`src/hdl/clcd_pkg.sv`:
```
// ----------------------------------------------------------------------------
// clcd_pkg
// Types, codes and constants of the character display cursor controller.
// ----------------------------------------------------------------------------
`default_nettype none

package clcd_pkg;

	// default number of cells on one display line
	localparam int LINE_CHARS_DEF = 16;
	localparam int COL_W_DEF      = $clog2(LINE_CHARS_DEF + 1);

	// width of the address field inside the set-address instruction
	localparam int ADDR_FIELD_W = 6;

	// command codes
	typedef enum logic [3:0] {
		FN_PUT_CHAR  = 4'd0,
		FN_CLEAR     = 4'd1,
		FN_CLEAR_EOL = 4'd2,
		FN_UP        = 4'd3,
		FN_DOWN      = 4'd4,
		FN_RIGHT     = 4'd5,
		FN_LEFT      = 4'd6,
		FN_SET_POS   = 4'd7,
		FN_GET_POS   = 4'd8
	} func_t;

	// bus write kinds
	typedef enum logic [1:0] {
		BUS_NONE  = 2'd0,
		BUS_INSTR = 2'd1,
		BUS_DATA  = 2'd2
	} bus_kind_t;

	// what the final word of a command carries
	typedef enum logic [1:0] {
		FIN_NONE,
		FIN_ADDR,
		FIN_CLEAR
	} fin_t;

	// controller states
	typedef enum logic [1:0] {
		ST_IDLE,
		ST_EXEC,
		ST_EMIT
	} state_t;

	// display controller bytes
	localparam logic [7:0] CHAR_SPACE    = 8'h20;
	localparam logic [7:0] INSTR_CLEAR   = 8'h01;
	localparam logic [7:0] PRINT_LO_MIN  = 8'h20;
	localparam logic [7:0] PRINT_LO_MAX  = 8'h7F;
	localparam logic [7:0] PRINT_HI_MIN  = 8'hA0;
	localparam logic [7:0] PRINT_HI_END  = 8'hFF;

	// row numbers as reported
	localparam logic [1:0] ROW_TOP    = 2'd1;
	localparam logic [1:0] ROW_BOTTOM = 2'd2;

	// controller to datapath commands
	typedef struct packed {
		logic load;
		logic exec;
		logic push;
	} ctrl_cmd_t;

	// datapath to controller status
	typedef struct packed {
		logic more;
	} dp_status_t;

	// printable character test
	function automatic logic is_printable(logic [7:0] c);
		return ((c >= PRINT_LO_MIN) && (c <= PRINT_LO_MAX)) ||
			((c >= PRINT_HI_MIN) && (c < PRINT_HI_END));
	endfunction

endpackage

`default_nettype wire

```
`src/hdl/clcd_cmd_if.sv`:
```
// ----------------------------------------------------------------------------
// clcd_cmd_if
// Command channel: valid/ready handshake with one command per word.
// ----------------------------------------------------------------------------
`default_nettype none

interface clcd_cmd_if;
	logic       valid;
	logic       ready;
	logic [3:0] func;
	logic [7:0] char_code;
	logic [1:0] req_row;
	logic [4:0] req_column;

	modport source (output valid, output func, output char_code, output req_row,
		output req_column, input ready);
	modport sink (input valid, input func, input char_code, input req_row,
		input req_column, output ready);
endinterface

`default_nettype wire

```
`src/hdl/clcd_res_if.sv`:
```
// ----------------------------------------------------------------------------
// clcd_res_if
// Result channel: one display bus write per word, valid/ready handshake.
// ----------------------------------------------------------------------------
`default_nettype none

interface clcd_res_if #(
	parameter int COL_W = clcd_pkg::COL_W_DEF
);
	logic             valid;
	logic             ready;
	logic [1:0]       bus_kind;
	logic [7:0]       bus_byte;
	logic             ok;
	logic [1:0]       cur_row;
	logic [COL_W-1:0] cur_column;
	logic             last;

	modport source (output valid, output bus_kind, output bus_byte, output ok,
		output cur_row, output cur_column, output last, input ready);
	modport sink (input valid, input bus_kind, input bus_byte, input ok,
		input cur_row, input cur_column, input last, output ready);
endinterface

`default_nettype wire

```
`src/hdl/clcd_ctrl.sv`:
```
// ----------------------------------------------------------------------------
// clcd_ctrl
// Sequencer: takes a command, runs the cursor update, then pushes the bus
// words into the output register one per cycle as the receiver allows.
// ----------------------------------------------------------------------------
`default_nettype none

module clcd_ctrl (
	input  logic                  clk,
	input  logic                  arst_n,
	input  logic                  cmd_valid,
	output logic                  cmd_ready,
	output logic                  res_valid,
	input  logic                  res_ready,
	input  clcd_pkg::dp_status_t  status,
	output clcd_pkg::ctrl_cmd_t   ctrl
);
	import clcd_pkg::*;

	state_t state_q, state_d;
	logic   res_valid_q;
	logic   push;

	// state register
	always_ff @(posedge clk or negedge arst_n) begin
		if (!arst_n) begin
			state_q <= ST_IDLE;
		end else begin
			state_q <= state_d;
		end
	end

	// next state and commands
	always_comb begin
		state_d   = state_q;
		ctrl      = '0;
		cmd_ready = 1'b0;
		push      = 1'b0;
		unique case (state_q)
			ST_IDLE: begin
				cmd_ready = 1'b1;
				if (cmd_valid) begin
					ctrl.load = 1'b1;
					state_d   = ST_EXEC;
				end
			end
			ST_EXEC: begin
				ctrl.exec = 1'b1;
				state_d   = ST_EMIT;
			end
			ST_EMIT: begin
				push      = !res_valid_q || res_ready;
				ctrl.push = push;
				if (push && !status.more) begin
					state_d = ST_IDLE;
				end
			end
			default: begin
				state_d = ST_IDLE;
			end
		endcase
	end

	// output word valid flag
	always_ff @(posedge clk or negedge arst_n) begin
		if (!arst_n) begin
			res_valid_q <= 1'b0;
		end else if (push) begin
			res_valid_q <= 1'b1;
		end else if (res_ready) begin
			res_valid_q <= 1'b0;
		end
	end

	assign res_valid = res_valid_q;

endmodule

`default_nettype wire

```
`src/hdl/clcd_dp.sv`:
```
// ----------------------------------------------------------------------------
// clcd_dp
// Datapath: cursor register, command latch, word counter and the output
// word register.
// ----------------------------------------------------------------------------
`default_nettype none

module clcd_dp #(
	parameter int LINE_CHARS = clcd_pkg::LINE_CHARS_DEF,
	parameter int COL_W      = $clog2(LINE_CHARS + 1)
) (
	input  logic                  clk,
	input  logic                  arst_n,
	input  logic [3:0]            func,
	input  logic [7:0]            char_code,
	input  logic [1:0]            req_row,
	input  logic [4:0]            req_column,
	input  clcd_pkg::ctrl_cmd_t   ctrl,
	output clcd_pkg::dp_status_t  status,
	output logic [1:0]            bus_kind,
	output logic [7:0]            bus_byte,
	output logic                  ok,
	output logic [1:0]            cur_row,
	output logic [COL_W-1:0]      cur_column,
	output logic                  last
);
	import clcd_pkg::*;

	localparam int ADDR_W = $clog2(2 * LINE_CHARS + 1);
	localparam int CNT_W  = $clog2(LINE_CHARS + 1);
	localparam logic [ADDR_W-1:0] LINE_LEN  = ADDR_W'(LINE_CHARS);
	localparam logic [ADDR_W-1:0] LAST_CELL = ADDR_W'(2 * LINE_CHARS);
	localparam logic [ADDR_W-1:0] ONE       = ADDR_W'(1);

	// latched command
	logic [3:0]        func_q;
	logic [7:0]        char_q;
	logic [1:0]        row_q;
	logic [4:0]        col_q;

	// plan of the words to send
	logic [ADDR_W-1:0] cursor_q, cursor_d;
	logic [CNT_W-1:0]  cnt_q, cnt_d;
	logic [7:0]        data_q, data_d;
	fin_t              fin_q, fin_d;
	logic              ok_q, ok_d;

	// output word
	logic [1:0]        kind_q;
	logic [7:0]        byte_q;
	logic              wok_q;
	logic [1:0]        row_out_q;
	logic [COL_W-1:0]  col_out_q;
	logic              last_q;

	logic              row2;
	logic [ADDR_W-1:0] col_a;
	logic [ADDR_W-1:0] col_m1;
	logic [ADDR_W-1:0] eol_end;
	logic [ADDR_W-1:0] set_col;
	logic              set_ok;
	logic [7:0]        addr_byte;
	logic [1:0]        item_kind;
	logic [7:0]        item_byte;

	// cursor position split into row and column
	assign row2      = cursor_q > LINE_LEN;
	assign col_a     = row2 ? (cursor_q - LINE_LEN) : cursor_q;
	assign col_m1    = col_a - ONE;
	assign addr_byte = {1'b1, row2, ADDR_FIELD_W'(col_m1)};
	assign eol_end   = row2 ? LAST_CELL : LINE_LEN;
	assign set_col   = ADDR_W'(col_q);
	assign set_ok    = (col_q != 5'd0) && (set_col <= LINE_LEN) &&
		((row_q == ROW_TOP) || (row_q == ROW_BOTTOM));

	// command decode and cursor update
	always_comb begin
		cursor_d = cursor_q;
		cnt_d    = '0;
		data_d   = char_q;
		fin_d    = FIN_NONE;
		ok_d     = 1'b0;
		unique case (func_q)
			FN_PUT_CHAR: begin
				if (is_printable(char_q)) begin
					cursor_d = (cursor_q == LAST_CELL) ? ONE : (cursor_q + ONE);
					cnt_d    = CNT_W'(1);
					fin_d    = FIN_ADDR;
					ok_d     = 1'b1;
				end
			end
			FN_CLEAR: begin
				cursor_d = ONE;
				fin_d    = FIN_CLEAR;
				ok_d     = 1'b1;
			end
			FN_CLEAR_EOL: begin
				cnt_d  = CNT_W'(eol_end - cursor_q + ONE);
				data_d = CHAR_SPACE;
				fin_d  = FIN_ADDR;
				ok_d   = 1'b1;
			end
			FN_UP: begin
				if (row2) begin
					cursor_d = cursor_q - LINE_LEN;
					fin_d    = FIN_ADDR;
					ok_d     = 1'b1;
				end
			end
			FN_DOWN: begin
				if (!row2) begin
					cursor_d = cursor_q + LINE_LEN;
					fin_d    = FIN_ADDR;
					ok_d     = 1'b1;
				end
			end
			FN_RIGHT: begin
				if (cursor_q < LAST_CELL) begin
					cursor_d = cursor_q + ONE;
					fin_d    = FIN_ADDR;
					ok_d     = 1'b1;
				end
			end
			FN_LEFT: begin
				if (cursor_q > ONE) begin
					cursor_d = cursor_q - ONE;
					fin_d    = FIN_ADDR;
					ok_d     = 1'b1;
				end
			end
			FN_SET_POS: begin
				if (set_ok) begin
					cursor_d = (row_q == ROW_TOP) ? set_col : (set_col + LINE_LEN);
					fin_d    = FIN_ADDR;
					ok_d     = 1'b1;
				end
			end
			FN_GET_POS: begin
				ok_d = 1'b1;
			end
			default: begin
				ok_d = 1'b0;
			end
		endcase
	end

	// next word: repeated data bytes first, then the closing word
	always_comb begin
		item_kind = BUS_NONE;
		item_byte = 8'h00;
		if (cnt_q != '0) begin
			item_kind = BUS_DATA;
			item_byte = data_q;
		end else begin
			case (fin_q)
				FIN_ADDR: begin
					item_kind = BUS_INSTR;
					item_byte = addr_byte;
				end
				FIN_CLEAR: begin
					item_kind = BUS_INSTR;
					item_byte = INSTR_CLEAR;
				end
				default: begin
					item_kind = BUS_NONE;
					item_byte = 8'h00;
				end
			endcase
		end
	end

	// cursor and word counter
	always_ff @(posedge clk or negedge arst_n) begin
		if (!arst_n) begin
			cursor_q <= ONE;
			cnt_q    <= '0;
		end else if (ctrl.exec) begin
			cursor_q <= cursor_d;
			cnt_q    <= cnt_d;
		end else if (ctrl.push && (cnt_q != '0)) begin
			cnt_q <= cnt_q - CNT_W'(1);
		end
	end

	// command latch and plan
	always_ff @(posedge clk) begin
		if (ctrl.load) begin
			func_q <= func;
			char_q <= char_code;
			row_q  <= req_row;
			col_q  <= req_column;
		end
		if (ctrl.exec) begin
			data_q <= data_d;
			fin_q  <= fin_d;
			ok_q   <= ok_d;
		end
	end

	// output word register
	always_ff @(posedge clk) begin
		if (ctrl.push) begin
			kind_q    <= item_kind;
			byte_q    <= item_byte;
			wok_q     <= ok_q;
			row_out_q <= row2 ? ROW_BOTTOM : ROW_TOP;
			col_out_q <= COL_W'(col_a);
			last_q    <= (cnt_q == '0);
		end
	end

	assign status.more = (cnt_q != '0);
	assign bus_kind    = kind_q;
	assign bus_byte    = byte_q;
	assign ok          = wok_q;
	assign cur_row     = row_out_q;
	assign cur_column  = col_out_q;
	assign last        = last_q;

endmodule

`default_nettype wire

```
`src/hdl/char_lcd_cursor_controller.sv`:
```
// ----------------------------------------------------------------------------
// Cursor controller for a two-line character display.
// cmd channel: one command per word (func, char_code, req_row, req_column).
// res channel: one display bus write per word (bus_kind, bus_byte) with the
//   command status (ok, cur_row, cur_column); last marks the final word.
// Every command gives at least one word. Put char gives a data write and a
//   set-address instruction, clear gives the clear instruction, clear to end
//   of line gives one space per remaining cell of the row and then the
//   set-address instruction, moves and set position give one set-address
//   instruction; failures and get position give one no-write word.
// Timing: a taken command passes through the command latch, the cursor
//   update and the output register before its first word is valid, then
//   one word per cycle while res.ready is high. The longest command is
//   clear to end of line at column 1.
// cmd.ready is high only between commands; the final word of a command may
//   still wait in the output register while the next command is taken.
// When the receiver stalls, the output word holds and the sequencer waits.
// Reset puts the cursor at row 1, column 1 with no word pending.
// ----------------------------------------------------------------------------
`default_nettype none

module char_lcd_cursor_controller #(
	parameter int LINE_CHARS = clcd_pkg::LINE_CHARS_DEF
) (
	input  logic          clk,
	input  logic          arst_n,
	clcd_cmd_if.sink      cmd,
	clcd_res_if.source    res
);
	import clcd_pkg::*;

	localparam int COL_W = $clog2(LINE_CHARS + 1);

	ctrl_cmd_t  ctrl;
	dp_status_t status;

	// sequencer
	clcd_ctrl u_ctrl (
		.clk       (clk),
		.arst_n    (arst_n),
		.cmd_valid (cmd.valid),
		.cmd_ready (cmd.ready),
		.res_valid (res.valid),
		.res_ready (res.ready),
		.status    (status),
		.ctrl      (ctrl)
	);

	// cursor datapath
	clcd_dp #(
		.LINE_CHARS (LINE_CHARS),
		.COL_W      (COL_W)
	) u_dp (
		.clk        (clk),
		.arst_n     (arst_n),
		.func       (cmd.func),
		.char_code  (cmd.char_code),
		.req_row    (cmd.req_row),
		.req_column (cmd.req_column),
		.ctrl       (ctrl),
		.status     (status),
		.bus_kind   (res.bus_kind),
		.bus_byte   (res.bus_byte),
		.ok         (res.ok),
		.cur_row    (res.cur_row),
		.cur_column (res.cur_column),
		.last       (res.last)
	);

endmodule

`default_nettype wire

```
`src/flat_wrapper.sv`:
```
// flat-port wrapper written by rule: the top's interface ports become plain ports
module char_lcd_cursor_controller_flat import clcd_pkg::*;
#(
	parameter int LINE_CHARS = clcd_pkg::LINE_CHARS_DEF
)
  (clk, arst_n, cmd_valid, cmd_func, cmd_char_code, cmd_req_row, cmd_req_column, cmd_ready, res_valid, res_bus_kind, res_bus_byte, res_ok, res_cur_row, res_cur_column, res_last, res_ready);
  clcd_cmd_if cmd_i ();
  clcd_res_if res_i ();
  input  logic clk;
  input  logic arst_n;
  input wire logic [$bits(cmd_i.valid)-1:0] cmd_valid;
  input wire logic [$bits(cmd_i.func)-1:0] cmd_func;
  input wire logic [$bits(cmd_i.char_code)-1:0] cmd_char_code;
  input wire logic [$bits(cmd_i.req_row)-1:0] cmd_req_row;
  input wire logic [$bits(cmd_i.req_column)-1:0] cmd_req_column;
  output wire logic [$bits(cmd_i.ready)-1:0] cmd_ready;
  output wire logic [$bits(res_i.valid)-1:0] res_valid;
  output wire logic [$bits(res_i.bus_kind)-1:0] res_bus_kind;
  output wire logic [$bits(res_i.bus_byte)-1:0] res_bus_byte;
  output wire logic [$bits(res_i.ok)-1:0] res_ok;
  output wire logic [$bits(res_i.cur_row)-1:0] res_cur_row;
  output wire logic [$bits(res_i.cur_column)-1:0] res_cur_column;
  output wire logic [$bits(res_i.last)-1:0] res_last;
  input wire logic [$bits(res_i.ready)-1:0] res_ready;
  assign cmd_i.valid = cmd_valid;
  assign cmd_i.func = cmd_func;
  assign cmd_i.char_code = cmd_char_code;
  assign cmd_i.req_row = cmd_req_row;
  assign cmd_i.req_column = cmd_req_column;
  assign cmd_ready = cmd_i.ready;
  assign res_valid = res_i.valid;
  assign res_bus_kind = res_i.bus_kind;
  assign res_bus_byte = res_i.bus_byte;
  assign res_ok = res_i.ok;
  assign res_cur_row = res_i.cur_row;
  assign res_cur_column = res_i.cur_column;
  assign res_last = res_i.last;
  assign res_i.ready = res_ready;
  char_lcd_cursor_controller #(.LINE_CHARS(LINE_CHARS)) u_core (.clk(clk), .arst_n(arst_n), .cmd(cmd_i), .res(res_i));
endmodule
```
`config.mk`:
```
export PLATFORM = sky130hd
export DESIGN_NAME = char_lcd_cursor_controller_flat
export DESIGN_NICKNAME = d
export VERILOG_FILES = /design/src/hdl/clcd_pkg.sv /design/src/hdl/clcd_cmd_if.sv /design/src/hdl/clcd_res_if.sv /design/src/hdl/clcd_ctrl.sv /design/src/hdl/clcd_dp.sv /design/src/hdl/char_lcd_cursor_controller.sv /design/src/flat_wrapper.sv
export SDC_FILE = /design/constraint.sdc
export NUM_CORES = 1
export LEC_CHECK = 0
export BUFFER_PORTS_ARGS = -buffer_cell sky130_fd_sc_hd__buf_2
export CORE_UTILIZATION = 40
export CTS_BUF_LIST = sky130_fd_sc_hd__clkbuf_8
export DETAILED_ROUTE_END_ITERATION = 8
export PLACE_DENSITY_LB_ADDON = 0.15
export SLEW_MARGIN = 20
export SYNTH_ARGS = -nofsm -noshare
export SYNTH_HDL_FRONTEND = slang
export SYNTH_SLANG_ARGS = --single-unit
```
`constraint.sdc`:
```
create_clock -name clk -period 2.2 [get_ports clk]
set_clock_uncertainty 0.05 [all_clocks]
set_input_delay 0.44 -clock clk [delete_from_list [all_inputs] [get_ports clk]]
set_output_delay 0.44 -clock clk [all_outputs]
set_load 0.01 [all_outputs]
```
* Word-level counts from Yosys, hierarchy flattened
Index checks and enable logic that the tools add are counted.
W data, S select, Z words.
** Operators by class
- $add $sub $neg :: 9
- Muxes and demuxes :: 42
- Reductions and logical operators :: 23
- $lt $le $gt $ge :: 8
- Eq/ne operators :: 22
** Operators with widths (number)
- $mux W6 :: 8
- $pmux W6 S7 :: 1
- $mux W1 :: 21
- $eq A4 B3 Y1 const B :: 4
- $pmux W2 S8 :: 1
- $pmux W8 S2 :: 1
- $mux W5 :: 3
- $ne A2 B2 Y1 const B :: 7
- $sub A6 B1 Y6 const B :: 2
- $pmux W5 S2 :: 1
- $reduce_bool A5 Y1 :: 2
- $eq A4 B2 Y1 const B :: 2
- $ge A8 B6 Y1 const B :: 1
- $ge A8 B8 Y1 const B :: 1
- $le A8 B7 Y1 const B :: 1
- $lt A8 B8 Y1 const B :: 1
- $mux W8 :: 1
- $pmux W1 S7 :: 1
- $reduce_and A7 Y1 :: 1
- $reduce_bool A7 Y1 :: 1
- $add A5 B5 Y6 const B :: 1
- $add A6 B1 Y6 const B :: 1
- $add A6 B5 Y6 const B :: 1
- $eq A2 B1 Y1 const B :: 3
- 24 further kinds :: 37
** Storage, ports and cells
- Register bits :: 63
- Output and inout port bits :: 21
- Word-level logic and storage cells :: 121
- Input port bits :: 23

* Logic depth before layout (Yosys ltp)
- Depth after elaboration :: 6
- Depth in mapped cells :: 9
- Mapped depth without buffers :: 8

* Modules after synthesis
A second synthesis with hierarchy kept.
** Second synthesis, totals
- Cells, all modules :: 286
- Area, all modules :: 3204.3 um2
** By module, submodules not included
- clcd_dp :: sequential area each 1747.9 um2, times used 1, area an instance 3059.2 um2, cells an instance 271
- clcd_ctrl :: sequential area each 75.1 um2, times used 1, area an instance 145.1 um2, cells an instance 15

* Worst setup path after synthesis
No wires, ideal clock.
- Kind :: register to register
- Start point :: register u_core.u_dp.cursor_q[0]
- End point :: register u_core.u_dp.ok_q, data pin
- Library setup time :: 0.275 ns
- Clock period less this slack :: 2.074 ns
- Slack :: 0.126 ns
- Arrival :: 1.750 ns
- Required time :: 1.875 ns
- Path buffers :: 0
- Stages on the path, launching flop included :: 9
- Path through :: dfstp_2 inv_1 ha_1 a31oi_4 inv_2 o211ai_1 nand3_1 a21oi_1 o32ai_1
** Between the ends
- Longest elaborated chain between the ends :: 3
- Elaborated cells between the ends (all ways) :: 8
- Those cells by class :: 3 x order compare; 5 x mux
** Ends and longest elaborated chain
- start, declared :: RTL line clcd_dp.sv:42 : logic [ADDR_W-1:0] cursor_q, cursor_d;
- start signal, assigned :: RTL line clcd_dp.sv:178 : cursor_q <= cursor_d;
- $gt A6 B5 Y1 * :: RTL line clcd_dp.sv:67 : assign row2 = cursor_q > LINE_LEN;
- named net u_core.u_dp.row2 :: RTL line clcd_dp.sv:56 : logic row2;
- $mux W1, on equally long branches :: RTL line clcd_dp.sv:111, clcd_dp.sv:104
- $pmux W1 S7 * :: RTL line clcd_dp.sv:83 : unique case (func_q)
- named net u_core.u_dp.ok_d :: RTL line clcd_dp.sv:46 : logic ok_q, ok_d;
- end signal, assigned :: RTL line clcd_dp.sv:196 : ok_q <= ok_d;
- end, declared :: RTL line clcd_dp.sv:46
Mark *: on every way through the listed nets, which the timed path passes. The rest lies on a longest branch.
A chain may end at the register's enable or synchronous reset.

* Worst setup path after layout
- Start point :: register u_core.u_dp.cursor_q[1]
- End point :: register u_core.u_dp.cursor_q[4]
** Between the ends
- Longest elaborated chain between the ends :: 4
- Elaborated cells between the ends (all ways) :: 19
- Those cells by class :: 4 x add/sub; 3 x order compare; 4 x eq/ne; 7 x mux; 1 x reduce/logical
** Ends and longest elaborated chain
- $add A6 B1 Y6 or $eq A6 B6 Y1 (tied branches) :: RTL line clcd_dp.sv:86, clcd_dp.sv:119
- $mux W6 :: RTL line clcd_dp.sv:86 : cursor_d = (cursor_q == LAST_CELL) ? ONE : (cursor_q + ONE);
- $mux W6 :: RTL line clcd_dp.sv:85 : if (is_printable(char_q)) begin
- $pmux W6 S7 :: RTL line clcd_dp.sv:83
Several ways; a longest one is shown, not always the timed one. The select of a mux whose other input is x is not followed.

==> flow_summary.toml <==
[cells_and_area]
final_common_cell = "edfxtp_1"
finalNetCount = 382
num-fill-cells = 741
mostFrequentLayoutCells = "edfxtp_1, buf_2, nand2_1"
final_design_area_no_fill_um2 = 3960
num_antenna_cells = 0
drive_gt1_share_pct = 28.0
syn2layout_area_growth_pct = 20.2

[timing]
period_share_pct = 94.2
setup_ws_ns = 0.128
setup_viol = 0
rsz0062_at_grt = "no"
max_freq_mhz = 483
fin_tns_setup_ns = 0
finalHoldViolCount = 0
period_minus_slack_ns = 2.07
worst_pin_slew_ns = 0.493
drv_slew = 0
relSlewSlack_pct = 67.1

[detailed_routing]
firstDrtPassIters = 4
wl_um = 6590
viasPerCell = 5.10
wl_per_cell_um = 14.7
drtAntennaViolNets = 0
routed-via-count = 2291
drt-initial-drc-count = 156
drc = 0

[global_route]
grt_use_total_pct = 16.9
grt_max_degree = 20
grt_pass1_wl_um = 10900
antenna_found_initial = 0
grt-ovfl-total = 0
first_global_vias = 2222

[placement]
pre_cts_ws_ns = 0.0486
portBuffers = 43
dpl_cell_area_um2 = 3700
routabilityCongestion = 0.853
post-dp-hpwl_um = 4940

[clock_network]
cts_buffer_depth = 2
htree_levels = 3
cts_sinks = 63
clk_pin_slew_ns = 0.08
cts_root_buf = "clkbuf_8"
cts_buffers = 9
clock_latency_ns = 0.34
cts_setup_buffers = 0
cts_tree = "done"

[power_and_ir_drop]
p_per_area_nw_per_um2 = 1300
peakVddDrop_v = 0.000498
power_leakage_nw = 1.59

[synthesis]
syn-num-nets = 321
synthesis.instances = 281
synth-edff-count = 49
ys_seq_area_share_pct = 55.4
syn_area_per_cell_um2 = 11.7
ys_top_cells_by_area = "edfxtp_1, dfrtp_1, ha_1"
synth_top_area_cell = "edfxtp_1"
synth_top_area_share_pct = 44.7
synthArstFlopShare_pct = 22.2
ys_types = 60
synth-seq-cells = 63
netlist_area_um2 = 3290
ys.warnings.count = 0
synth-main-ff-cell = "edfxtp_1"

[worst_hold_path]
hold_path.class = "input port to register"
worstHoldPathCells = 1
hold_path_startpoint = "cmd_char_code[0]"
min_to = "u_core.u_dp.char_q[0]"

[critical_path]
rrSetupSlack_ns = 0.13
worst_setup_path_end_kind = "register"
r2r_end = "u_core.u_dp.cursor_q[4]"
cp.required_ns = 2.37
ff2ff_path_depth = 9
cp_max_fo = 7
reg2reg_from = "u_core.u_dp.cursor_q[1]"
critical_path_class = "register to register"
arrival_ns = 2.25
cp-start-kind = "register"

[flow_run]
cap_violations = 0

[die]
design.die.area_um2 = 8590
die_w_um = 92.7
num_rows = 32
core_um2 = 7850
die_y_um = 92.7
start_util_pct = 41.9
ios = 44

[outcome]
status = "finished clean"
[cells in the mapped netlist, types with 6 or more instances]
cell type and n:
inv_1 18, nand2_1 24, buf_2 7, a21oi_1 14, nor2b_1 11, edfxtp_1 49
o21ai_1 8, dfrtp_1 13, o21ai_0 6, o31ai_1 7, xnor2_1 10, ha_1 17
nor2_1 16
[how the worst max path moves through the flow]
stage,from,to,cells past startpoint
2_1_floorplan,u_core.u_dp.cursor_q[0],u_core.u_dp.ok_q,8
3_3_place_gp,u_core.u_dp.cnt_q[0],u_core.u_dp.cnt_q[3],8
3_5_place_dp,u_core.u_dp.cnt_q[0],u_core.u_dp.cnt_q[3],8
4_1_cts,u_core.u_dp.cnt_q[0],u_core.u_dp.cnt_q[3],8
5_1_grt,u_core.u_dp.cursor_q[1],u_core.u_dp.cursor_q[4],9
6_report,u_core.u_dp.cursor_q[1],u_core.u_dp.cursor_q[4],9
[cells by family after synthesis]
| kind of cell | Yosys count | synth area share, % |
|---|---|---|
| multiplexers | 2 | 0.609 |
| buffers and inverters | 31 | 4.15 |
| XOR/XNOR | 13 | 3.69 |
| adder cells (fa/ha/maj) | 17 | 6.47 |
| AND/OR/NAND/NOR | 91 | 15.5 |
| AO/OA/AOI/OAI | 64 | 14.2 |
| flip-flops | 63 | 55.4 |
[layout make-up]
| cell class | instances | area (um2) | share of cell area, % |
|---|---|---|---|
| Sequential cell | 63 | 1820 | 46.1 |
| Multi-Input combinational cell | 187 | 1330 | 33.7 |
| Timing Repair Buffer | 61 | 353 | 8.92 |
| Tap cell | 102 | 128 | 3.23 |
| Clock buffer | 9 | 124 | 3.13 |
| Clock inverter | 7 | 120 | 3.04 |
| Inverter | 20 | 75.1 | 1.90 |
[state kept, by name (all words and copies together), names as in the netlist]
signal	cells
u_core.u_dp.last	1
u_core.u_dp.cur_column	5
u_core.u_ctrl.res_valid	1
u_core.u_dp.bus_kind	2
u_core.u_dp.func_q	4
u_core.u_dp.row_q	2
u_core.u_dp.bus_byte	8
u_core.u_dp.ok_q	1
u_core.u_dp.col_q	5
u_core.u_dp.ok	1
u_core.u_dp.cur_row	2
u_core.u_dp.data_q	8
u_core.u_dp.cursor_q	6
u_core.u_dp.cnt_q	5
u_core.u_ctrl.state_q	2
u_core.u_dp.fin_q	2
u_core.u_dp.char_q	8
[power by group]
group	switching, mW	internal [mW]
clock network	0.482	0.756
registers	0.184	1.74
logic	1.16	0.805
[stage by stage]
stage	util (%)	cells	power (mW)	hold WS [ns]
2_1_floorplan	-	281	3.26	0.0944
3_5_place_dp	47.1	432	3.90	0.330
6_report	50.4	449	5.12	0.216
4_1_cts	50.4	449	5.15	0.200
5_1_grt	50.4	449	5.46	0.203
3_3_place_gp	47.1	432	3.88	0.323
[metal layers]
layer | vias to the layer above | GRT usage (%) | wire length [um]
met5 | - | 0 | 0
li1 | 1139 | - | -
met1 | 1056 | 23.2 | 3220
met4 | 0 | 9.49 | 158
met3 | 15 | 3.28 | 324
met2 | 81 | 25.2 | 2890
[critical path, cell delays in order, from the launching register on]
cell and delay [ns]:
dfrtp_1 0.38, inv_1 0.17, ha_2 0.25, buf_4 0.13, nand4bb_4 0.13, a2bb2oi_4 0.24, o2bb2ai_1 0.10, a21o_1 0.18
a221oi_1 0.23, o31ai_1 0.10
[what timing repair did]
item	in CTS	in global routing
resized for setup	0	3
endpoints found under the hold margin	13	0
hold buffers	1	0
endpoints found under the setup margin	0	6
No activity file was read; power rests on OpenSTA's default activity.
